File: src/rtl/kpc_pkg.sv
// Shared types, constants and helpers of the k-means point clusterer.
package kpc_pkg;

   localparam int CoordW         = 16;
   localparam int SqW            = 2 * (CoordW + 1);
   localparam int DistW          = SqW + 2;
   localparam int DefMaxPoints   = 1024;
   localparam int DefMaxClusters = 8;
   localparam int CsrW           = 32;
   localparam int IndexW         = 10;
   localparam logic [31:0] LfsrMask = 32'h8020_0003;

   localparam logic OP_LOAD     = 1'b0;
   localparam logic OP_QUERY    = 1'b1;
   localparam logic KIND_REPORT = 1'b0;
   localparam logic KIND_LABEL  = 1'b1;

   typedef enum logic [1:0] {
      CSR_NUM_CLUSTERS,
      CSR_STOP_THRESHOLD,
      CSR_RANDOM_SEED,
      CSR_MAX_ITERATIONS
   } csr_index_type;

   typedef enum logic [4:0] {
      ST_IDLE,
      ST_SEED_STEP,
      ST_SEED_WR,
      ST_SEED_PUT,
      ST_ITER_START,
      ST_ASSIGN,
      ST_UPD_CHECK,
      ST_DIV_START,
      ST_DIV_WAIT,
      ST_DIST,
      ST_DIST_ACC,
      ST_SQRT_START,
      ST_SQRT_WAIT,
      ST_UPD_PUT,
      ST_UPD_NEXT,
      ST_ITER_END,
      ST_REPORT
   } state_type;

   typedef struct packed {
      logic                     op;
      logic signed [CoordW-1:0] coord_x;
      logic signed [CoordW-1:0] coord_y;
      logic signed [CoordW-1:0] coord_z;
      logic                     is_last;
      logic [IndexW-1:0]        point_index;
   } kpc_req_type;

   typedef struct packed {
      logic       kind;
      logic [2:0] cluster_label;
      logic       label_valid;
      logic [7:0] iterations_used;
      logic       converged;
      logic       overflowed;
   } kpc_rsp_type;

   typedef struct packed {
      logic clear;
      logic write;
      logic accum;
   } kpc_cell_ctl_type;

   function automatic logic [31:0] lfsr_step(input logic [31:0] cur);
      logic [31:0] nxt;
      nxt = cur >> 1;
      if (cur[0]) begin
         nxt = nxt ^ LfsrMask;
      end
      return nxt;
   endfunction

endpackage

File: src/rtl/kpc_divider.sv
// Bit-serial signed-by-unsigned divider, quotient truncated toward zero.
module kpc_divider import kpc_pkg::*; #(
   parameter int NUM_W = 27,
   parameter int DEN_W = 11
) (
   input  logic             clock,
   input  logic             reset,
   input  logic             start_div,
   input  logic [NUM_W-1:0] numer,
   input  logic [DEN_W-1:0] denom,
   output logic             done,
   output logic [NUM_W-1:0] quotient
);

   localparam int CntW = $clog2(NUM_W + 1);

   logic             busy_ff;
   logic             done_ff;
   logic [CntW-1:0]  cnt_ff;
   logic             neg_ff;
   logic [NUM_W-1:0] acc_ff;
   logic [DEN_W-1:0] rem_ff;
   logic [DEN_W-1:0] den_ff;
   logic [DEN_W:0]   rem_shift;
   logic             ge;

   assign rem_shift = {rem_ff, acc_ff[NUM_W-1]};
   assign ge        = rem_shift >= {1'b0, den_ff};

   always_ff @(posedge clock) begin
      if (reset) begin
         busy_ff <= 1'b0;
         done_ff <= 1'b0;
         cnt_ff  <= '0;
      end else begin
         done_ff <= 1'b0;
         if (start_div) begin
            busy_ff <= 1'b1;
            cnt_ff  <= CntW'(NUM_W);
         end else if (busy_ff) begin
            cnt_ff <= cnt_ff - 1'b1;
            if (cnt_ff == CntW'(1)) begin
               busy_ff <= 1'b0;
               done_ff <= 1'b1;
            end
         end
      end
   end

   always_ff @(posedge clock) begin
      if (start_div) begin
         neg_ff <= numer[NUM_W-1];
         acc_ff <= numer[NUM_W-1] ? (~numer + 1'b1) : numer;
         rem_ff <= '0;
         den_ff <= denom;
      end else if (busy_ff) begin
         // shift in one dividend bit, subtract when it fits
         rem_ff <= ge ? DEN_W'(rem_shift - {1'b0, den_ff}) : rem_shift[DEN_W-1:0];
         acc_ff <= {acc_ff[NUM_W-2:0], ge};
      end
   end

   assign done     = done_ff;
   assign quotient = neg_ff ? (~acc_ff + 1'b1) : acc_ff;

endmodule

File: config.mk
export PLATFORM = sky130hd
export DESIGN_NAME = kpc_divider
export DESIGN_NICKNAME = d
export VERILOG_FILES = /design/src/rtl/kpc_pkg.sv /design/src/rtl/kpc_divider.sv
export SDC_FILE = /design/constraint.sdc
export NUM_CORES = 1
export LEC_CHECK = 0
export ABC_AREA = 1
export BUFFER_PORTS_ARGS = -buffer_cell sky130_fd_sc_hd__buf_2
export CAP_MARGIN = 20
export CORE_MARGIN = 2
export CORE_UTILIZATION = 53
export DETAILED_ROUTE_END_ITERATION = 16
export GPL_ROUTABILITY_DRIVEN = 0
export PLACE_DENSITY = 0.83
export SLEW_MARGIN = 20
export SYNTH_ARGS = -nofsm -noshare
export SYNTH_HDL_FRONTEND = slang
export SYNTH_SLANG_ARGS = --single-unit
export TNS_END_PERCENT = 30
File: constraint.sdc
create_clock -name clock -period 1.65 [get_ports clock]
set_input_delay 0.2475 -clock clock [delete_from_list [all_inputs] [get_ports clock]]
set_output_delay 0.2475 -clock clock [all_outputs]
set_load 0.01 [all_outputs]
==> results.md <==
* Status: finished, violations left
* Failing checks: negative setup slack
* Antenna viol nets, final at 0
* Maximum VDD drop at roughly 0.33 mV
* Routed len/inst at 16.3 um
* Cell Rows at 34
* Final setup violation count at 38
* Die X at 97.4 um
* Simple-Gate Fraction of Synth Area at a little under two fifths
* Global route overflow at 0
* DR vias/cell at 5.68
* Largest family of logic cells by synthesized area: simple AND/OR/NAND/NOR gates
* All-Layer GR Usage at 30.9%
* Unique masters post-synth at 40
* CTS root buffer: clkbuf_8
* Pwr/cell area at between 700 and 800 nW/um^2
* Hold buffer count at cts at 0
* Setup ws final at -0.800 ns
* Synth Area in XOR/XNOR at 7.19%
* CP Launch Type: register
* Inst Count DP at 918
* Max_cap viols at 0
* Fin crit share at 148%
* Leakage Power at a little over 0.003 uW
* CP cell instances: inv_2, ha_4, nand3_4, nor2_4, nand4_1, nand2_1, o21ai_1, xor2_1, buf_2
* Post-Synth Adder-Cell Area at 4.49%
* Worst-margin pin slew at 0.409 ns
* Worst hold path class: in -> reg
* Post-synthesis compound-gate area fraction at ~7.4%
* Detailed placer's ending HPWL at 10.1 mm
* Cells after Synth at between 600 and 700
* Layout cell share with drive strength beyond 1 at 32.4%
* Max-slew headroom at approximately 73%
* CP max stage delay at 0.47 ns
* CTS Buf Count at 9
* DR iter-0 viols at 508
* RSZ-0062 raised after global routing: true
* Initial antenna violation count at 0
* DR pass1 iterations at 6
* PortBufs at approximately 70
* Post-Layout Cell Count at roughly 950
* Seq cells post-synth at 57
* Setup TNS at -18.09 ns
* Post-synthesis mux area share at 0%
* Synthesized Nets at 724
* CP Max Fanout at 3
* ANT cells at 0
* Final hold violation count at 0
* Core Util, Final at 72.5%
* Starting density of the core at about 54%
* Post-Syn Area at 4630 sq um
* Vias in the first global route at 5300
* Min Tclk post-route at 2.45 ns
* Sink Count at 57
* CTS tree: yes
* Clock skew at 0.0171 ns
* Residual DRC at 0
* H-tree Lvls at 3
* Dpl cell area at between 5000 and 6000 sq um
* Critical path endpoint category: output pin
* Required time of the critical path at between 1 and 1.5 ns
* P&R area growth vs syn at 34.6%
* Die Ht at 97.4 um
* Slew Viols, Final at 0
* Largest net degree at the start of global routing at 30
* Die ar. at about 9500 sq um
* Via count at 5386
* Syn Area/Cell at 6.94 sq um
* First-pass GRT wire length at 23.7 mm
* Setup WS pre-CTS at -0.233 ns
* Final instance area at 6230 sq um
* Sequential area share after synthesis at 33.1%
* CP arrival at 2.20 ns
* CTS Buffer Depth at 2
* WL final at about 15 mm
* Fmax at 0.408 GHz
* Core area at 8590 sq um
* Post-layout nets at a little under 900
* Clk Latency, worst-skew pair at 0.36 ns
* Number of I/O pins at 69
* YS warnings at 0
* WS Path Type: reg -> out
* Reg clk slew, reported paths at 0.08 ns
* CP max-delay cell: edfxtp_1
-- critical path, delay by kind of cell, from the launching register on --
family,cells,cell delay [ns]
buffers and inverters,2,0.29
adder cells (fa/ha/maj),1,0.16
AND/OR/NAND/NOR,4,0.59
XOR/XNOR,1,0.22
flip-flops,1,0.47
AO/OA/AOI/OAI,1,0.10
-- where the power goes --
group / switching, uW / leakage, uW / internal (uW)
combinational: 916 / 0.00247 / 686
clock: 579 / 0.0000842 / 616
sequential: 102 / 0.000542 / 1680
total: 1600 / 0.00310 / 2980
-- layout by cell type (no fill, tap or decap), types with 6 or more instances in the layout --
cell,netlist,final
xnor2_1,6,6
buf_4,4,104
inv_2,9,15
nor2_2,8,13
nor2_4,4,9
o21ai_0,25,23
o21ai_1,14,15
nor2_1,64,54
nand4_1,24,24
nand3_1,61,55
nand2_1,185,178
dfxtp_1,18,18
nand2_2,10,15
nand3_2,8,12
clkbuf_8,0,11
buf_2,3,68
ha_1,15,13
inv_1,89,83
a21oi_1,7,6
edfxtp_1,39,39
xor2_1,32,30
-- synthesized netlist by cell type, drive strengths merged --
cell type / instances / share of area, %
a31oi: 5 / 0.81
fa: 1 / 0.43
nand4: 25 / 3.5
a221oi: 1 / 0.19
ha: 15 / 4.1
and2: 1 / 0.19
xor2: 32 / 6.1
a21oi: 8 / 0.95
edfxtp: 39 / 25
o21ai: 40 / 4.6
inv: 98 / 8.0
nand3: 69 / 8.3
or2: 1 / 0.14
clkinv: 2 / 0.16
nand2: 195 / 16
o22ai: 2 / 0.27
nor3: 5 / 0.54
o31ai: 1 / 0.16
buf: 12 / 2.1
clkbuf: 8 / 0.65
o211ai: 3 / 0.49
xnor2: 6 / 1.1
nand3b: 2 / 0.32
nor2: 76 / 7.2
dfxtp: 18 / 7.8
nor4: 2 / 0.27
-- final timing paths --
kind                               start                      to  slack, ns  depth (start not counted)
hold / removal                  denom[6]     den_ff[6]$_DFFE_PP_       0.06                          1
hold reg to reg   cnt_ff[4]$_SDFFE_PP0P_  cnt_ff[4]$_SDFFE_PP0P_       0.48                          2
setup / recovery     acc_ff[0]$_DFFE_PP_            quotient[16]      -0.80                          9
setup reg to reg     den_ff[0]$_DFFE_PP_     acc_ff[0]$_DFFE_PP_      -0.35                          9
-- stage by stage --
stage,total power [uW],hold WS (ns)
2_1_floorplan,2500,0.317
3_3_place_gp,3100,0.425
3_5_place_dp,3150,0.426
4_1_cts,4390,0.0620
5_1_grt,4750,0.0665
6_report,4580,0.0641
-- flip-flops by register name, summed over array words and instances (netlist names) --
register	flops
acc_ff	27
den_ff	11
rem_ff	11
cnt_ff	5
busy_ff	1
done	1
neg_ff	1
-- cell families after synthesis --
logic type | Yosys count
buffers and inverters | 120
DFF | 57
and+or+nand+nor | 376
adders and majority gates | 16
xor gates and xnor gates | 38
AOI/OAI and AO/OA | 60
-- layer usage --
| metal | GRT usage (%) | share of wire [%] |
|---|---|---|
| met5 | 0 | 0 |
| met4 | 20.5 | 7.3 |
| met3 | 3.17 | 7.0 |
| met2 | 55.3 | 49 |
| met1 | 34.6 | 37 |
-- final cells by class --
class / count / area [sq um]
timing repair buffer: 178 / 1210
inverter: 100 / 375
tap: 108 / 135
clock inverter: 1 / 3.75
multi-input combinational: 490 / 2800
sequential: 57 / 1530
clock buffer: 14 / 163
fill: 611 / 2370
-- repair_timing --
item | in CTS | in global routing
setup endpoints to repair | 37 | 37
setup buffers | 10 | 5
gates resized for setup | 28 | 23
pin swaps | 25 | 19
Note: power is estimated with default switching activity, not from simulation.
