==> config.mk <==
export PLATFORM = sky130hd
export DESIGN_NAME = kpc_cell
export DESIGN_NICKNAME = d
export VERILOG_FILES = /design/src/rtl/kpc_pkg.sv /design/src/rtl/kpc_cell.sv
export SDC_FILE = /design/constraint.sdc
export NUM_CORES = 2
export LEC_CHECK = 0
export ABC_AREA = 1
export BUFFER_PORTS_ARGS = -buffer_cell sky130_fd_sc_hd__buf_2
export CAP_MARGIN = 20
export CORE_MARGIN = 2
export CORE_UTILIZATION = 50
export CTS_CLUSTER_SIZE = 16
export DETAILED_ROUTE_END_ITERATION = 6
export PLACE_DENSITY = 0.71
export SLEW_MARGIN = 15
export SYNTH_ARGS = -nofsm -noshare
export SYNTH_HDL_FRONTEND = slang
export SYNTH_SLANG_ARGS = --single-unit
==> constraint.sdc <==
create_clock -name clock -period 10.6 [get_ports clock]
set_input_delay 0.53 -clock clock [delete_from_list [all_inputs] [get_ports clock]]
set_output_delay 0.53 -clock clock [all_outputs]
set_load 0.1 [all_outputs]
==> src/rtl/kpc_pkg.sv <==
// Shared types, constants and helpers of the k-means point clusterer.
package kpc_pkg;

   localparam int CoordW         = 16;
   localparam int SqW            = 2 * (CoordW + 1);
   localparam int DistW          = SqW + 2;
   localparam int DefMaxPoints   = 1024;
   localparam int DefMaxClusters = 8;
   localparam int CsrW           = 32;
   localparam int IndexW         = 10;
   localparam logic [31:0] LfsrMask = 32'h8020_0003;

   localparam logic OP_LOAD     = 1'b0;
   localparam logic OP_QUERY    = 1'b1;
   localparam logic KIND_REPORT = 1'b0;
   localparam logic KIND_LABEL  = 1'b1;

   typedef enum logic [1:0] {
      CSR_NUM_CLUSTERS,
      CSR_STOP_THRESHOLD,
      CSR_RANDOM_SEED,
      CSR_MAX_ITERATIONS
   } csr_index_type;

   typedef enum logic [4:0] {
      ST_IDLE,
      ST_SEED_STEP,
      ST_SEED_WR,
      ST_SEED_PUT,
      ST_ITER_START,
      ST_ASSIGN,
      ST_UPD_CHECK,
      ST_DIV_START,
      ST_DIV_WAIT,
      ST_DIST,
      ST_DIST_ACC,
      ST_SQRT_START,
      ST_SQRT_WAIT,
      ST_UPD_PUT,
      ST_UPD_NEXT,
      ST_ITER_END,
      ST_REPORT
   } state_type;

   typedef struct packed {
      logic                     op;
      logic signed [CoordW-1:0] coord_x;
      logic signed [CoordW-1:0] coord_y;
      logic signed [CoordW-1:0] coord_z;
      logic                     is_last;
      logic [IndexW-1:0]        point_index;
   } kpc_req_type;

   typedef struct packed {
      logic       kind;
      logic [2:0] cluster_label;
      logic       label_valid;
      logic [7:0] iterations_used;
      logic       converged;
      logic       overflowed;
   } kpc_rsp_type;

   typedef struct packed {
      logic clear;
      logic write;
      logic accum;
   } kpc_cell_ctl_type;

   function automatic logic [31:0] lfsr_step(input logic [31:0] cur);
      logic [31:0] nxt;
      nxt = cur >> 1;
      if (cur[0]) begin
         nxt = nxt ^ LfsrMask;
      end
      return nxt;
   endfunction

endpackage

==> src/rtl/kpc_cell.sv <==
// One cluster cell: holds a center and member sums, compares each passing point.
module kpc_cell import kpc_pkg::*; #(
   parameter int CELL_INDEX = 0,
   parameter int LABEL_W    = 3,
   parameter int COUNT_W    = 11,
   parameter int SUM_W      = 27
) (
   input  logic                          clock,
   input  logic                          reset,
   input  logic                          enable,
   input  kpc_cell_ctl_type              ctl,
   input  logic [LABEL_W-1:0]            wr_sel,
   input  logic [2:0][CoordW-1:0]        wr_center,
   input  logic                          in_valid,
   input  logic [2:0][CoordW-1:0]        in_point,
   input  logic [DistW-1:0]              in_dist,
   input  logic [LABEL_W-1:0]            in_label,
   output logic                          out_valid,
   output logic [2:0][CoordW-1:0]        out_point,
   output logic [DistW-1:0]              out_dist,
   output logic [LABEL_W-1:0]            out_label,
   input  logic [LABEL_W-1:0]            acc_label,
   input  logic [2:0][CoordW-1:0]        acc_point,
   output logic [2:0][CoordW-1:0]        center_q,
   output logic [COUNT_W-1:0]            count_q,
   output logic [2:0][SUM_W-1:0]         sum_q
);

   localparam logic [LABEL_W-1:0] MyLabel = LABEL_W'(CELL_INDEX);

   logic [2:0][CoordW-1:0] center_ff;
   logic [COUNT_W-1:0]     count_ff;
   logic [2:0][SUM_W-1:0]  sum_ff;

   logic                   v1_ff;
   logic [2:0][CoordW-1:0] p1_ff;
   logic [DistW-1:0]       d1_ff;
   logic [LABEL_W-1:0]     l1_ff;
   logic [2:0][SqW-1:0]    sq1_ff;

   logic                   v2_ff;
   logic [2:0][CoordW-1:0] p2_ff;
   logic [DistW-1:0]       d2_ff;
   logic [LABEL_W-1:0]     l2_ff;

   logic [2:0][CoordW:0]   diff;
   logic [2:0][CoordW:0]   mag;
   logic [2:0][SqW-1:0]    sq_in;
   logic [DistW-1:0]       dsum;
   logic                   take;

   always_comb begin
      for (int a = 0; a < 3; a++) begin
         diff[a]  = {in_point[a][CoordW-1], in_point[a]} - {center_ff[a][CoordW-1], center_ff[a]};
         mag[a]   = diff[a][CoordW] ? (~diff[a] + 1'b1) : diff[a];
         sq_in[a] = SqW'(mag[a]) * SqW'(mag[a]);
      end
   end

   assign dsum = DistW'(sq1_ff[0]) + DistW'(sq1_ff[1]) + DistW'(sq1_ff[2]);
   assign take = enable && (dsum < d1_ff);

   always_ff @(posedge clock) begin
      if (reset) begin
         v1_ff <= 1'b0;
         v2_ff <= 1'b0;
      end else begin
         v1_ff <= in_valid;
         v2_ff <= v1_ff;
      end
   end

   always_ff @(posedge clock) begin
      p1_ff  <= in_point;
      d1_ff  <= in_dist;
      l1_ff  <= in_label;
      sq1_ff <= sq_in;
      p2_ff  <= p1_ff;
      d2_ff  <= take ? dsum : d1_ff;
      l2_ff  <= take ? MyLabel : l1_ff;
   end

   always_ff @(posedge clock) begin
      if (reset) begin
         center_ff <= '0;
         count_ff  <= '0;
         sum_ff    <= '0;
      end else begin
         if (ctl.write && (wr_sel == MyLabel)) begin
            center_ff <= wr_center;
         end
         if (ctl.clear) begin
            count_ff <= '0;
            sum_ff   <= '0;
         end else if (ctl.accum && (acc_label == MyLabel)) begin
            count_ff <= count_ff + 1'b1;
            for (int a = 0; a < 3; a++) begin
               sum_ff[a] <= sum_ff[a] +
                            {{(SUM_W-CoordW){acc_point[a][CoordW-1]}}, acc_point[a]};
            end
         end
      end
   end

   assign out_valid = v2_ff;
   assign out_point = p2_ff;
   assign out_dist  = d2_ff;
   assign out_label = l2_ff;
   assign center_q  = center_ff;
   assign count_q   = count_ff;
   assign sum_q     = sum_ff;

endmodule

==> results.tsv <==
stage	metric	value	unit
layout	fillers	8815	
die	fp.dieArea	97930	um^2
synth	synth_area	47720	um^2
timing	finalSetupViolations	0	
clocking	clk-insertion-delay-late	0.66	ns
status	status	finished, final reports clean	
flow_run	maxCapViolCount	0	
worst_setup_path	slowest_delay	0.86	ns
clocking	clkTransAtPathRegs	0.06	ns
timing	hold_violations	0	
synth	yosysWarnings	0	
synth	synth_edf_count	0	
worst_setup_path	reg2reg_from	center_q[16]	
grt	grt_max_degree	66	
layout	final_cells	7855	
synth	yosys-top-cells-area	fa_1 26%, dfxtp_1 17%, ha_1 13%, inv_1 11%, nand2_1 7.6%	
worst_setup_path	crit_start	in_point[16]	
synth	avgSynthCellArea	7.901	um^2
worst_setup_path	worstPathRequired	11.15	ns
die	die_h	312.9	um
detailed_routing	detail-route-antenna-nets	0	
synth	synth-main-ff-cell	dfxtp_1	
worst_setup_path	path_class	primary input to flop	
timing	period_minus_slack	8.721	ns
clocking	clockBufferDepth	3	
synth	synth_top_area_share	25.72	%
placed_design	place.port_buffers	423	
worst_setup_path	path_buf_inv	9	
synth	ys_async_sr_fraction	0	%
clocking	cts_resized	0	
grt	overflow	0	
layout	regArea	8308	um^2
layout	antenna_cells	0	
worst_setup_path	cp_data_arrival_time	9.27	ns
worst_setup_path	crit_family	adder cells	
worst_setup_path	critPathSlowestCell	xor2_2	
timing	rsz0062_at_grt	no	
clocking	cts_buffers	49	
placed_design	placed_cells	7692	
grt	grt_pass1_wl	205900	um
timing	slew_violations	0	
placed_design	routabilityCongestion	0.9539	
layout	layout_commonest_cell	inv_1	
grt	antenna_found_initial	1	
die	start_util	50.38	%
detailed_routing	wl_per_cell	16.15	um
timing	post-route-period-util	82.27	%
synth	ys_types	61	
die	num_rows	113	
die	die_w	312.9	um
layout	mostFrequentLayoutCells	1340 x inv_1, 967 x nand2_1, 613 x fa_1, 558 x nor2_1, 512 x ha_1	
synth	synth-seq-cells	415	
detailed_routing	wirelength	126900	um
clocking	h-tree-depth	2	
worst_hold_path	min-delay-start	in_point[30]	
timing	tns	0	ns
worst_hold_path	hold_class	primary input to flop	
detailed_routing	drt_pass1_iterations	7	
layout	fin_util	56.75	%
worst_setup_path	worstPathMaxFanout	21	
clocking	cts_tree	yes	
clocking	cts-root-buf	clkbuf_16	
layout	nets	7870	
detailed_routing	drc_errors	0	
synth	synth_cells	6040	
grt	grt_pass1_vias	40450	
timing	timing.fmax	114.7	MHz
timing	worst_pin_slew	1.100	ns
placed_design	placed_area	51220	um^2
layout	multi_input_area	33840	um^2
detailed_routing	drt_iter0_markers	2804	
synth	synth_area_leader_cell	fa_1	
timing	fin_skew	0.05061	ns
worst_setup_path	worst_setup_path_start_kind	primary input	
timing	maxSlewHeadroom	26.59	%
detailed_routing	vias	40140	
layout	design_area	53760	um^2
layout	drive_gt1_share	11.05	%
placed_design	dpl.hpwl	104900	um
grt	track_usage	26.06	%
layout	syn_to_final_growth	12.65	%
synth	synth-seq-area-share	17.41	%
clocking	clock_sinks	415	
worst_setup_path	end_kind	flop	
die	fp.coreArea	94730	um^2
detailed_routing	vias_per_cell	5.110	
die	io_pins	424	
## path summary, 6_finish.rpt
| kind | endpoint | slack [ns] | cells after the start |
|---|---|---|---|
| max | sq1_ff[61] | 1.88 | 38 |
| max reg2reg | sq1_ff[61] | 2.13 | 35 |
| min reg2reg | out_point[31] | 0.32 | 0 |
| min | p1_ff[30] | 0.04 | 1 |
## kinds of logic (layout without fill, tap and decap cells)
logic type	count (synthesis)	count (layout)	share of synthesized area [%]
compound gates	819	819	9.454
buf+inv	1487	2000	12.02
simple gates	1987	1987	17.88
flops	415	415	17.41
other cells	2	39	0.01574
fa+ha+maj	1125	1125	39.14
xor+xnor	205	205	4.077
## metrics by stage
| step | hold WS, ns | setup WS [ns] |
|---|---|---|
| 2_1_floorplan | 0.3096 | 2.927 |
| 3_3_place_gp | 0.3097 | 2.140 |
| 3_5_place_dp | 0.3121 | 1.924 |
| 4_1_cts | 0.001058 | 2.055 |
| 5_1_grt | 0.01187 | 1.328 |
| 6_report | 0.03854 | 1.879 |
## synth_stat cells (10+ instances only)
cell,instances
a21o_1,30
a21oi_1,369
a31oi_1,15
buf_4,11
buf_6,10
clkbuf_1,54
dfxtp_1,415
fa_1,613
ha_1,512
inv_1,1341
inv_2,50
nand2_1,967
nand2_2,40
nand3_1,189
nand3b_1,16
nand4_1,61
nor2_1,559
nor2_2,28
nor2_4,21
nor3_1,51
nor4_1,10
o211ai_1,19
o21a_1,12
o21ai_0,293
o21ai_1,11
o21bai_1,18
xnor2_1,60
xor2_1,134
## metal layers
layer	vias up	GRT usage [%]	wire [um]
li1	19620	-	-
met4	0	7.482	3594
met3	214	4.711	9489
met2	1342	43.46	58410
met5	-	0	0
met1	18960	34.68	55380
## registers in the layout, indices dropped and copies added (netlist names)
signal / count
center_q: 48
count_q: 11
d1_ff: 36
l1_ff: 3
out_dist: 36
out_label: 3
out_point: 48
out_valid: 1
p1_ff: 48
sq1_ff: 99
sum_q: 81
v1_ff: 1
## repair_timing
item | CTS | global route
hold buffers | 71 | 0
endpoints found under the hold margin | 71 | 0
buffers inserted | 0 | 0
## cell type report
class	instances	area share (%)
multi-input combinational	4175	62.94
sequential	415	15.45
inverter	1398	9.784
timing repair buffer	510	5.483
tap	1265	2.944
clock buffer	61	2.420
clock inverter	31	0.9775
Power is left out: the tool's default activity adds up to more than one toggle a clock period on the data nets, which glitch-free logic cannot reach.
