<file path="src/rtl/kpc_pkg.sv">
// Shared types, constants and helpers of the k-means point clusterer.
package kpc_pkg;

   localparam int CoordW         = 16;
   localparam int SqW            = 2 * (CoordW + 1);
   localparam int DistW          = SqW + 2;
   localparam int DefMaxPoints   = 1024;
   localparam int DefMaxClusters = 8;
   localparam int CsrW           = 32;
   localparam int IndexW         = 10;
   localparam logic [31:0] LfsrMask = 32'h8020_0003;

   localparam logic OP_LOAD     = 1'b0;
   localparam logic OP_QUERY    = 1'b1;
   localparam logic KIND_REPORT = 1'b0;
   localparam logic KIND_LABEL  = 1'b1;

   typedef enum logic [1:0] {
      CSR_NUM_CLUSTERS,
      CSR_STOP_THRESHOLD,
      CSR_RANDOM_SEED,
      CSR_MAX_ITERATIONS
   } csr_index_type;

   typedef enum logic [4:0] {
      ST_IDLE,
      ST_SEED_STEP,
      ST_SEED_WR,
      ST_SEED_PUT,
      ST_ITER_START,
      ST_ASSIGN,
      ST_UPD_CHECK,
      ST_DIV_START,
      ST_DIV_WAIT,
      ST_DIST,
      ST_DIST_ACC,
      ST_SQRT_START,
      ST_SQRT_WAIT,
      ST_UPD_PUT,
      ST_UPD_NEXT,
      ST_ITER_END,
      ST_REPORT
   } state_type;

   typedef struct packed {
      logic                     op;
      logic signed [CoordW-1:0] coord_x;
      logic signed [CoordW-1:0] coord_y;
      logic signed [CoordW-1:0] coord_z;
      logic                     is_last;
      logic [IndexW-1:0]        point_index;
   } kpc_req_type;

   typedef struct packed {
      logic       kind;
      logic [2:0] cluster_label;
      logic       label_valid;
      logic [7:0] iterations_used;
      logic       converged;
      logic       overflowed;
   } kpc_rsp_type;

   typedef struct packed {
      logic clear;
      logic write;
      logic accum;
   } kpc_cell_ctl_type;

   function automatic logic [31:0] lfsr_step(input logic [31:0] cur);
      logic [31:0] nxt;
      nxt = cur >> 1;
      if (cur[0]) begin
         nxt = nxt ^ LfsrMask;
      end
      return nxt;
   endfunction

endpackage

</file>
<file path="src/rtl/kpc_isqrt.sv">
// Iterative floor integer square root, two radicand bits per cycle.
module kpc_isqrt import kpc_pkg::*; #(
   parameter int VAL_W = 36
) (
   input  logic               clock,
   input  logic               reset,
   input  logic               start_sqrt,
   input  logic [VAL_W-1:0]   value,
   output logic               done,
   output logic [VAL_W/2-1:0] root
);

   logic             busy_ff;
   logic             done_ff;
   logic [VAL_W-1:0] v_ff;
   logic [VAL_W-1:0] r_ff;
   logic [VAL_W-1:0] bit_ff;
   logic [VAL_W-1:0] trial;
   logic             ge;

   assign trial = r_ff + bit_ff;
   assign ge    = v_ff >= trial;

   always_ff @(posedge clock) begin
      if (reset) begin
         busy_ff <= 1'b0;
         done_ff <= 1'b0;
      end else begin
         done_ff <= 1'b0;
         if (start_sqrt) begin
            busy_ff <= 1'b1;
         end else if (busy_ff && bit_ff[0]) begin
            busy_ff <= 1'b0;
            done_ff <= 1'b1;
         end
      end
   end

   always_ff @(posedge clock) begin
      if (start_sqrt) begin
         v_ff   <= value;
         r_ff   <= '0;
         bit_ff <= VAL_W'(1) << (VAL_W - 2);
      end else if (busy_ff) begin
         if (ge) begin
            v_ff <= v_ff - trial;
            r_ff <= (r_ff >> 1) + bit_ff;
         end else begin
            r_ff <= r_ff >> 1;
         end
         bit_ff <= bit_ff >> 2;
      end
   end

   assign done = done_ff;
   assign root = r_ff[VAL_W/2-1:0];

endmodule
</file>
<file path="config.mk">
export PLATFORM = sky130hd
export DESIGN_NAME = kpc_isqrt
export DESIGN_NICKNAME = d
export VERILOG_FILES = /design/src/rtl/kpc_pkg.sv /design/src/rtl/kpc_isqrt.sv
export SDC_FILE = /design/constraint.sdc
export NUM_CORES = 1
export LEC_CHECK = 0
export BUFFER_PORTS_ARGS = -buffer_cell sky130_fd_sc_hd__buf_4
export CORE_ASPECT_RATIO = 0.7
export CORE_MARGIN = 4
export CORE_UTILIZATION = 62
export DETAILED_ROUTE_END_ITERATION = 6
export GPL_TIMING_DRIVEN = 0
export PLACE_DENSITY = 0.86
export SYNTH_ARGS = -nofsm -noshare
export SYNTH_HDL_FRONTEND = slang
export SYNTH_SLANG_ARGS = --single-unit
</file>
<file path="constraint.sdc">
create_clock -name clock -period 6.08 [get_ports clock]
set_input_delay 0.608 -clock clock [delete_from_list [all_inputs] [get_ports clock]]
set_output_delay 0.608 -clock clock [all_outputs]
set_load 0.05 [all_outputs]
</file>
==> out/results.tsv, run 1 <==
stage	metric	value	unit
layout	post-route-util	0.710	
layout	antenna-diode-count	0	
run	maxCapViolations	0	
power	power.share.clock	0.134	
global_route	antenna_found_initial	1	
routing	drc_violations_left	0	
power	power_switching_share	0.477	
layout	drive_gt1_frac	0.130	
sta	final_critical_path_setup_slack	0.570	ns
routing	detail-route-antenna-nets	0	
layout	layout.filler_cells	1043	
clock_network	root_buffer	clkbuf_16	
layout	fin_cells	1200	
placed_design	gp_weighted_congestion	1.01	
critical_path	number_of_gates_on_the_worst_path_with_buffers_counted	18	
placed_design	placed_cells_incl_taps	1184	
clock_network	clk_transition_reported_paths	0.07	ns
global_route	grt_first_pass_wirelength	34.5	mm
synth	synth_sequential_area_ratio	0.278	
synth	synth_top_flop_cell	dfxtp_1	
global_route	gr-usage-all-layers	0.295	
synth	synth_top_cell_area_share	0.141	
critical_path	timing.critical_path.fanout_max	36	
clock_network	tritoncts_num_sinks	92	
power	p_seq_frac	0.234	
critical_path	worstReg2RegStart	bit_ff[0]	
synth	unique_cell_type_count_in_the_yosys_netlist	64	
sta	maximum_operating_frequency	0.181	GHz
min_path	hold_path_class	in -> reg	
clock_network	hold_buffers	0	
critical_path	timing.reg2reg.worst_path_depth	18	
critical_path	timing.critical_path.slowest_stage_cell	nand2_2	
sta	worst_slew_margin_rel	0.327	
sta	final_max_slew_violation_count	0	
critical_path	endpoint	v_ff[14]	
clock_network	cts_tree	yes	
clock_network	worstSkewPairLatency	0.36	ns
synth	synth-edff-count	36	
critical_path	critPathMaxStageDelay	0.70	ns
clock_network	post_cts.resized_instances	0	
sta	rsz0062_at_grt	no	
critical_path	timing.critical_path.required	6.05	ns
routing	totalWireLength	21.8	mm
critical_path	worst_reg2reg_endpoint	v_ff[14]	
sta	period_share	0.906	
critical_path	critPathBufInv	0	
global_route	number_of_global_route_vias_before_repair	6828	
routing	wl_per_cell	18.2	um
floorplanning	core_area	12500	sq um
clock_network	cts-htree-levels	3	
power	p_leak	3.57	nW
critical_path	cp.arrival	5.48	ns
critical_path	critPathLaunch	bit_ff[0]	
critical_path	crit_family	compound AO/OA/AOI/OAI gates	
global_route	leftover_overflow_at_the_end_of_global_routing	0	
synth	async_reset_ff_frac	0	
power	power_report.internal_total	2.24	mW
critical_path	critPathKind	reg -> reg	
floorplanning	top_ports	58	
clock_network	cts_made_buffers	9	
layout	final_nets	1147	
clock_network	cts_setup_buffers	0	
critical_path	worstPathCellList	ha_1, ha_1, a21o_1, a31oi_1, o21bai_1, a31oi_1, o21bai_1, a21oi_1, nor2_1, o311ai_0, xor2_1, ha_1, nand4_1, or3_4, o311ai_4, o21a_1, nand2_1, nand2_2	
layout	multiInputGateArea	5280	sq um
min_path	worst_hold_path.num_cells	2	
power	peak_ir_drop_on_the_vdd_network	0.282	mV
synth	post_synth_instance_area	7930	sq um
sta	hold_violations	0	
synth	synth_fp_nets	1080	
critical_path	timing.critical_path.mode_cell	ha_1	
sta	fin_skew	0.0121	ns
critical_path	timing.reg2reg.setup_slack	0.57	ns
floorplanning	fp.dieArea	14700	sq um
floorplanning	die_h	103	um
synth	yosys-top-cells-count	nand2_1, nor2_1, o21ai_0, ha_1, a21oi_1	
critical_path	critical_path.endpoint_type	flop	
placed_design	place.port_buffers	56	
synth	synthesis.yosys.warnings	0	
clock_network	clock_path_buffers	2	
floorplanning	row_count	34	
routing	drtIter0Drc	738	
sta	final.min_clock_period	5.51	ns
power	comb_power_share	0.632	
synth	syn_avg_cell_area	8.21	sq um
routing	drt-vias-per-instance	6.37	
layout	syn_to_final_growth	11.6	%
synth	dominant_cell_by_count_in_the_synthesized_netlist	nand2_1	
sta	timing.setup.tns	0	ns
power	power-per-cell-area	484	nW/um^2
global_route	largest_net_degree_at_the_start_of_global_routing	37	
placed_design	pre_cts_ws	0.633	ns
routing	dr.pass1.iters	6	
power	power.net_switching	2.04	mW
placed_design	place.detailed.hpwl	16.6	mm
run_status	run_status	completed	
power	post-layout-total-power	4.29	mW
routing	vias	7639	
synth	top_area_cells_in_the_synthesized_netlist	dfxtp_1, edfxtp_1, ha_1, nand2_1, o21ai_0	
critical_path	type_of_origin_of_the_critical_path	flop	
floorplanning	die-width	143	um
sta	setup_viol	0	
layout	ff_latch_area	2200	sq um
synth	ys_seq_elements	92	
floorplanning	initial_utilization	0.636	
sta	max_slew.worst_pin.slew	1.00	ns
synth	postSynthCellCount	966	
synth	synth_largest_area_cell	dfxtp_1	
cell usage in the layout (no fill, tap or decap), types with 11 or more instances in the layout:
cell and n:
dfxtp_1 56, edfxtp_1 36, mux2i_1 19, o21bai_1 15, ha_1 74, nand3_1 17, clkbuf_1 27, o21ai_0 79
a21o_1 27, nand2_1 117, a21oi_1 58, inv_1 27, buf_4 75, nor3_1 18, a31oi_1 32, o21ai_1 11
a211oi_1 21, xor2_1 42, nand4_1 11, xnor2_1 37, nor2_1 87
flip-flops by register name (all words and copies together) (netlist names):
register  flops
r_ff         36
v_ff         36
bit_ff       18
busy_ff       1
done          1
worst min-delay path by stage:
| stage | slack (ns) | startpoint | endpoint |
|---|---|---|---|
| floorplan | 0.47 | bit_ff[0] | done |
| global placement | 0.50 | r_ff[0] | r_ff[0] |
| detailed placement | 0.51 | r_ff[0] | r_ff[0] |
| CTS | 0.42 | reset | done |
| global route | 0.42 | reset | done |
| finish | 0.42 | reset | done |
power by group through the flow:
stage	clock network (mW)	registers (mW)	logic, mW
finish	0.575	1.00	2.71
global route	0.599	1.02	2.96
CTS	0.575	1.00	2.65
detailed placement	0	1.01	2.63
global placement	0	1.01	2.57
floorplan	0	0.967	2.05
logic make-up (layout without fill, tap and decap cells):
| family | count (synthesis) | count (layout) | synth area share |
|---|---|---|---|
| muxes | 24 | 24 | 0.0311 |
| DFF | 92 | 92 | 0.278 |
| buffers and inverters | 90 | 162 | 0.0577 |
| adders and majority gates | 75 | 75 | 0.119 |
| AOI/OAI and AO/OA | 319 | 319 | 0.269 |
| xor gates and xnor gates | 79 | 79 | 0.0872 |
| and+or+nand+nor | 287 | 287 | 0.158 |
layer usage:
layer	GRT usage	wire length [um]	vias up
met5	0	0	-
met4	0.0701	365	0
met3	0.0556	2100	40
met2	0.459	9490	363
met1	0.427	9850	3556
li1	-	-	3680
metrics by stage:
stage / hold WS, ns / area, sq um
6_report: 0.418 / 8850
5_1_grt: 0.423 / 8850
4_1_cts: 0.419 / 8850
3_5_place_dp: 0.511 / 8560
3_3_place_gp: 0.502 / 8560
2_1_floorplan: 0.468 / 7930
area by class of cell:
type,instances,share of cell area
Inverter,28,0.0119
Sequential cell,92,0.249
Timing Repair Buffer,56,0.0475
Buffer,62,0.0399
Multi-Input combinational cell,784,0.596
Clock inverter,5,0.00466
Clock buffer,11,0.0287
Tap cell,162,0.0229
worst register-to-register path: stages (launching register included):
cell,delay [ns]
dfxtp_1,0.37
ha_1,0.23
ha_1,0.21
a21o_1,0.20
a31oi_1,0.27
o21bai_1,0.14
a31oi_1,0.29
o21bai_1,0.16
a21oi_1,0.22
nor2_1,0.08
o311ai_0,0.36
xor2_1,0.16
ha_1,0.39
nand4_1,0.18
or3_4,0.44
o311ai_4,0.29
o21a_1,0.27
nand2_1,0.14
nand2_2,0.70
(Power assumes the default switching activity.)
==> run 2, diff against run 1 <==
--- a/config.mk
+++ b/config.mk
@@ -5,13 +5,15 @@
 export SDC_FILE = /design/constraint.sdc
 export NUM_CORES = 1
 export LEC_CHECK = 0
+export ABC_AREA = 1
 export BUFFER_PORTS_ARGS = -buffer_cell sky130_fd_sc_hd__buf_4
 export CORE_ASPECT_RATIO = 0.7
 export CORE_MARGIN = 4
-export CORE_UTILIZATION = 62
+export CORE_UTILIZATION = 63
 export DETAILED_ROUTE_END_ITERATION = 6
 export GPL_TIMING_DRIVEN = 0
 export PLACE_DENSITY = 0.86
+export SKIP_LAST_GASP = 1
 export SYNTH_ARGS = -nofsm -noshare
 export SYNTH_HDL_FRONTEND = slang
 export SYNTH_SLANG_ARGS = --single-unit
==> run 2 against run 1 <==
  * Critical path depth rose by 4
  * Global-route usage increased by 7.8 points
  * Routed wire length increased by 55%
  * Area after synthesis is 24% higher
  * Clock skew fell by 0.0031 ns
  * Register-to-register slack improved by 0.16 ns
  * Via count grew 50%
  * Synthesized cell count rose by 68%
  * Combinational power decreased by 7.4%
  * First-iteration DRC count is 120% higher
  * Setup slack better by 0.16 ns
  * Die area rose by 20%
  * Critical path type unchanged
  * Highest routed layer unchanged
==> out/results.tsv, run 2 <==
stage	metric	value	unit
power	peak_ir_drop_on_the_vdd_network	0.235	mV
critical_path	type_of_origin_of_the_critical_path	flop	
sta	period_share	0.880	
synth	synthesis.yosys.warnings	0	
placed_design	place.port_buffers	56	
layout	syn_to_final_growth	9.87	%
sta	final_critical_path_setup_slack	0.732	ns
global_route	leftover_overflow_at_the_end_of_global_routing	0	
sta	hold_violations	0	
power	power.net_switching	2.07	mW
synth	synth_fp_nets	1736	
critical_path	critPathMaxStageDelay	0.80	ns
min_path	worst_hold_path.num_cells	2	
sta	worst_slew_margin_rel	0.353	
clock_network	clock_path_buffers	2	
critical_path	crit_family	simple AND/OR/NAND/NOR gates	
global_route	gr-usage-all-layers	0.373	
critical_path	timing.critical_path.mode_cell	nand2_1	
critical_path	worstReg2RegStart	r_ff[0]	
clock_network	cts_made_buffers	9	
sta	setup_viol	0	
critical_path	critPathBufInv	0	
synth	synth_sequential_area_ratio	0.224	
power	power-per-cell-area	377	nW/um^2
synth	ys_seq_elements	92	
clock_network	cts_tree	yes	
clock_network	cts-htree-levels	3	
min_path	hold_path_class	in -> reg	
routing	vias	11400	
min_path	timing.hold.worst.start	reset	
routing	drtIter0Drc	1646	
global_route	largest_net_degree_at_the_start_of_global_routing	37	
layout	finish.instance_area	10800	sq um
placed_design	pre_cts_ws	0.921	ns
clock_network	clk_transition_reported_paths	0.08	ns
critical_path	timing.reg2reg.worst_path_depth	22	
sta	rsz0062_at_grt	no	
synth	postSynthCellCount	1622	
critical_path	worst_reg2reg_endpoint	v_ff[7]	
sta	worst_hold_slack	0.441	ns
routing	totalWireLength	33.9	mm
routing	drt-vias-per-instance	6.05	
min_path	worstHoldEndpoint	busy_ff	
routing	wl_per_cell	17.9	um
critical_path	timing.critical_path.fanout_max	36	
synth	unique_cell_type_count_in_the_yosys_netlist	48	
synth	top_area_cells_in_the_synthesized_netlist	nand2_1, dfxtp_1, edfxtp_1, ha_1, nand3_1	
critical_path	timing.critical_path.slowest_stage_cell	nand2_2	
critical_path	cp.arrival	5.33	ns
layout	final_nets	1803	
floorplanning	die_h	112	um
placed_design	gp_weighted_congestion	1.04	
sta	final.min_clock_period	5.35	ns
power	post-layout-total-power	4.06	mW
synth	yosys-top-cells-count	nand2_1, inv_1, nor2_1, nand3_1, a21oi_1	
floorplanning	fp.dieArea	17700	sq um
floorplanning	core_area	15000	sq um
sta	final_max_slew_violation_count	0	
power	power.share.clock	0.147	
layout	most_frequent_standard_cell_in_the_layout_excluding_fill_and_tap_cells	nand2_1	
critical_path	timing.critical_path.required	6.07	ns
layout	drive_gt1_frac	0.0785	
layout	layout_top_registers	r_ff (36), v_ff (36), bit_ff (18)	
synth	post_synth_instance_area	9810	sq um
power	p_seq_frac	0.234	
synth	synth_largest_area_cell	nand2_1	
clock_network	root_buffer	clkbuf_16	
critical_path	timing.reg2reg.setup_slack	0.73	ns
clock_network	worstSkewPairLatency	0.36	ns
clock_network	tritoncts_num_sinks	92	
synth	async_reset_ff_frac	0	
clock_network	hold_buffers	0	
synth	syn_avg_cell_area	6.05	sq um
global_route	antenna_found_initial	0	
layout	antenna-diode-count	0	
floorplanning	die-width	157	um
power	p_leak	5.04	nW
critical_path	worstPathCellList	ha_1, ha_1, nand2_1, a21oi_2, nand2_1, nand2_1, a21oi_1, o21ai_1, nand3_1, nand3b_1, nand2_1, ha_1, nand2_1, nor2_1, nand2_1, nor2_1, nand3_1, nand2_2, nor2_8, nand2_8, nand2_1, nand2_2	
placed_design	place.detailed.hpwl	27.5	mm
routing	drc_violations_left	0	
run	maxCapViolations	0	
critical_path	critical_path.endpoint_type	flop	
power	power_report.internal_total	1.99	mW
clock_network	post_cts.resized_instances	0	
synth	synth_top_flop_cell	dfxtp_1	
placed_design	detailed_place.area	10500	sq um
synth	synth-edff-count	36	
power	comb_power_share	0.619	
sta	fin_skew	0.00897	ns
routing	detail-route-antenna-nets	0	
floorplanning	row_count	37	
clock_network	cts_setup_buffers	0	
layout	most-common-layout-cells	nand2_1, inv_1, nor2_1	
floorplanning	top_ports	58	
power	power_switching_share	0.511	
sta	maximum_operating_frequency	0.187	GHz
run_status	run_status	completed	
routing	dr.pass1.iters	6	
critical_path	critPathKind	reg -> reg	
floorplanning	initial_utilization	0.656	
sta	timing.setup.tns	0	ns
global_route	grt_first_pass_wirelength	52.4	mm
sta	max_slew.worst_pin.slew	0.968	ns
synth	dominant_cell_by_count_in_the_synthesized_netlist	nand2_1	
synth	synth_top_cell_area_share	0.200	
global_route	number_of_global_route_vias_before_repair	9849	
==> run 2: how the worst max path moves through the flow <==
stage,start,to,cells past startpoint,slack (ns)
floorplan,r_ff[6],v_ff[0],21,1.98
global placement,r_ff[6],v_ff[9],21,0.56
detailed placement,r_ff[0],v_ff[11],22,0.92
CTS,r_ff[0],v_ff[7],22,0.90
global route,r_ff[0],v_ff[18],22,0.43
finish,r_ff[0],v_ff[7],22,0.73
==> run 2: cell families (layout without fill, tap and decap cells) <==
logic type,after synthesis,count (layout),share of synthesized area
AOI/OAI and AO/OA,234,234,0.127
xor gates and xnor gates,45,45,0.0402
adders and majority gates,75,75,0.0964
buffers and inverters,243,315,0.104
DFF,92,92,0.224
and+or+nand+nor,933,933,0.407
==> run 2: worst register-to-register path: cells and delay by family, from the launching register on <==
kind	cells	cell delay (ns)
and+or+nand+nor	16	2.92
AOI/OAI and AO/OA	3	0.84
adders and majority gates	3	0.80
DFF	1	0.41
==> run 2: power by group through the flow <==
stage                     Combinational (mW)  Clock, mW  Sequential [mW]
after floorplan                         1.83          0            0.909
after global placement                  2.34          0            0.952
after detailed placement                2.41          0            0.956
after CTS                               2.43      0.592            0.942
after global routing                    2.76      0.617            0.961
final                                   2.51      0.597            0.948
==> run 2: area by class of cell <==
type / instances / area (sq um)
Multi-Input combinational cell: 1287 / 6590
Tap cell: 195 / 244
Clock inverter: 6 / 62.6
Buffer: 55 / 319
Timing Repair Buffer: 56 / 420
Fill cell: 1328 / 4170
Sequential cell: 92 / 2200
Clock buffer: 10 / 239
Inverter: 188 / 706
==> run 2: per-layer routing <==
metal	track usage	vias to the layer above	part of all wire
li1	-	5425	-
met2	0.506	820	0.38
met3	0.110	67	0.16
met4	0.0728	0	0.019
met1	0.581	5121	0.44
met5	0	-	0
==> run 2: metrics by stage <==
stage / util / cells
floorplan: - / 1622
global placement: 0.701 / 1873
detailed placement: 0.701 / 1873
CTS: 0.721 / 1889
global route: 0.721 / 1889
finish: 0.721 / 1889
==> run 3, diff against run 2 <==
--- a/config.mk
+++ b/config.mk
@@ -13,6 +13,7 @@
 export DETAILED_ROUTE_END_ITERATION = 6
 export GPL_TIMING_DRIVEN = 0
 export PLACE_DENSITY = 0.86
+export REMOVE_ABC_BUFFERS = 1
 export SKIP_LAST_GASP = 1
 export SYNTH_ARGS = -nofsm -noshare
 export SYNTH_HDL_FRONTEND = slang
==> run 3 against run 2 <==
  * Global-route usage is 3.4 points lower
  * Setup slack worse by 0.096 ns
  * Combinational power is 7% lower
  * Non-clock buffer count is 53 lower
  * Total power is 3.8% lower
  * Hold slack worse by 0.039 ns
  * Critical path depth stayed put
  * Cell count is 2.8% lower
  * Critical path type unchanged
  * Largest cell class unchanged
  * Highest routed layer unchanged
==> out/results.tsv, run 3 (synthesized netlist as in run 2, its figures left out) <==
stage	metric	value	unit
clock_network	cts-htree-levels	3	
routing	detail-route-antenna-nets	0	
power	p_seq_frac	0.244	
global_route	gr-usage-all-layers	0.339	
floorplanning	die-width	157	um
layout	antenna-diode-count	0	
placed_design	place.detailed.hpwl	23.3	mm
clock_network	root_buffer	clkbuf_16	
power	post-layout-total-power	3.91	mW
critical_path	critical_path.endpoint_type	flop	
critical_path	worstPathCellList	ha_1, nand2_1, o21ai_0, inv_1, nor2_1, a21oi_1, o21ai_1, nand3_1, nand2_1, nand2_1, nand2_1, ha_1, nand2_1, nor2_1, nand2_1, nor2_1, nand3_1, nand2_2, nor2_8, nand2_8, nand2_1, nand2_2	
critical_path	timing.critical_path.slowest_stage_cell	nand2_2	
sta	worst_hold_slack	0.403	ns
critical_path	timing.reg2reg.worst_path_depth	22	
floorplanning	die_h	112	um
clock_network	cts_tree	yes	
global_route	grt_first_pass_wirelength	48.2	mm
clock_network	clk_transition_reported_paths	0.08	ns
sta	final_max_slew_violation_count	0	
power	power_report.internal_total	1.92	mW
clock_network	tritoncts_num_sinks	92	
power	power.share.clock	0.156	
layout	multiInputGateArea	6590	sq um
power	comb_power_share	0.600	
floorplanning	top_ports	58	
run_status	run_status	completed	
clock_network	cts_setup_buffers	0	
sta	maximum_operating_frequency	0.184	GHz
clock_network	hold_buffers	0	
power	p_leak	4.87	nW
layout	post-route-util	0.702	
sta	max_slew.worst_pin.slew	1.00	ns
global_route	leftover_overflow_at_the_end_of_global_routing	0	
power	peak_ir_drop_on_the_vdd_network	0.259	mV
critical_path	type_of_origin_of_the_critical_path	flop	
placed_design	gp_weighted_congestion	1.00	
critical_path	critPathKind	reg -> reg	
layout	ff_latch_area	2200	sq um
critical_path	timing.critical_path.required	6.06	ns
floorplanning	initial_utilization	0.656	
layout	layout_top_registers	r_ff (36), v_ff (36), bit_ff (18)	
layout	final_nets	1750	
power	power_switching_share	0.508	
min_path	hold_path_class	in -> reg	
routing	drc_violations_left	0	
sta	period_share	0.895	
power	power.net_switching	1.99	mW
layout	most-common-layout-cells	nand2_1, inv_1, nor2_1	
clock_network	post_cts.resized_instances	0	
clock_network	cts_made_buffers	9	
sta	setup_viol	0	
clock_network	clock_path_buffers	2	
sta	rsz0062_at_grt	no	
global_route	number_of_global_route_vias_before_repair	9336	
routing	drtIter0Drc	1322	
layout	layout.filler_cells	1405	
sta	final_critical_path_setup_slack	0.636	ns
floorplanning	core_area	15000	sq um
routing	drt-vias-per-instance	5.80	
sta	final.min_clock_period	5.44	ns
placed_design	place.port_buffers	57	
critical_path	timing.critical_path.fanout_max	53	
layout	drive_gt1_frac	0.0658	
sta	fin_skew	0.0127	ns
sta	worst_slew_margin_rel	0.332	
routing	totalWireLength	30.4	mm
run	maxCapViolations	0	
floorplanning	fp.dieArea	17700	sq um
placed_design	pre_cts_ws	0.885	ns
routing	dr.pass1.iters	6	
routing	wl_per_cell	16.6	um
min_path	worst_hold_path.num_cells	2	
power	power-per-cell-area	372	nW/um^2
layout	most_frequent_standard_cell_in_the_layout_excluding_fill_and_tap_cells	nand2_1	
critical_path	timing.critical_path.mode_cell	nand2_1	
sta	hold_violations	0	
sta	timing.setup.tns	0	ns
clock_network	worstSkewPairLatency	0.36	ns
layout	syn_to_final_growth	7.04	%
critical_path	critPathMaxStageDelay	0.73	ns
global_route	antenna_found_initial	1	
global_route	largest_net_degree_at_the_start_of_global_routing	82	
critical_path	cp.arrival	5.42	ns
floorplanning	row_count	37	
routing	vias	10700	
==> run 3: changes by cell type in the layout (fill, tap and decap cells not counted), sizes merged <==
cell,before,now
inv,192,190
clkinv,2,3
clkinvlp,0,1
clkbuf,37,10
buf,84,58
==> run 3: layout make-up <==
class	count	share of cell area
well taps	195	0.0232
clock buffers	10	0.0238
multi-input cells	1287	0.627
clock inverters	6	0.00608
flip-flops and latches	92	0.210
inverters	188	0.0672
repair buffers	58	0.0426
==> run 3: through the flow <==
stage | std cells | area (sq um)
after floorplan | 1567 | 9490
after global placement | 1819 | 10200
after detailed placement | 1820 | 10200
after CTS | 1836 | 10500
after global routing | 1836 | 10500
final | 1836 | 10500
==> run 3: critical path, delay by kind of cell (launching register included) <==
kind	cells	cell delay, ns
buf+inv	1	0.08
flops	1	0.57
simple gates	16	2.84
fa+ha+maj	2	0.69
compound gates	3	0.81
==> run 3: final timing paths <==
check	startpoint	end	slack (ns)
hold reg to reg	r_ff[0]	r_ff[0]	0.50
hold / removal	reset	busy_ff	0.40
setup reg to reg	r_ff[10]	v_ff[20]	0.64
setup / recovery	r_ff[10]	v_ff[20]	0.64
==> run 3: routing by layer <==
layer,GRT usage,wire [um]
met5,0,0
met4,0.0785,467
met3,0.117,3860
met2,0.481,12100
met1,0.496,14000
==> run 3: power groups by stage <==
stage	sequential [mW]	clock (mW)	combinational (mW)
4_1_cts	0.952	0.610	2.28
3_5_place_dp	0.965	0	2.26
3_3_place_gp	0.970	0	2.20
5_1_grt	0.971	0.636	2.59
6_report	0.955	0.610	2.34
2_1_floorplan	0.989	0	1.65
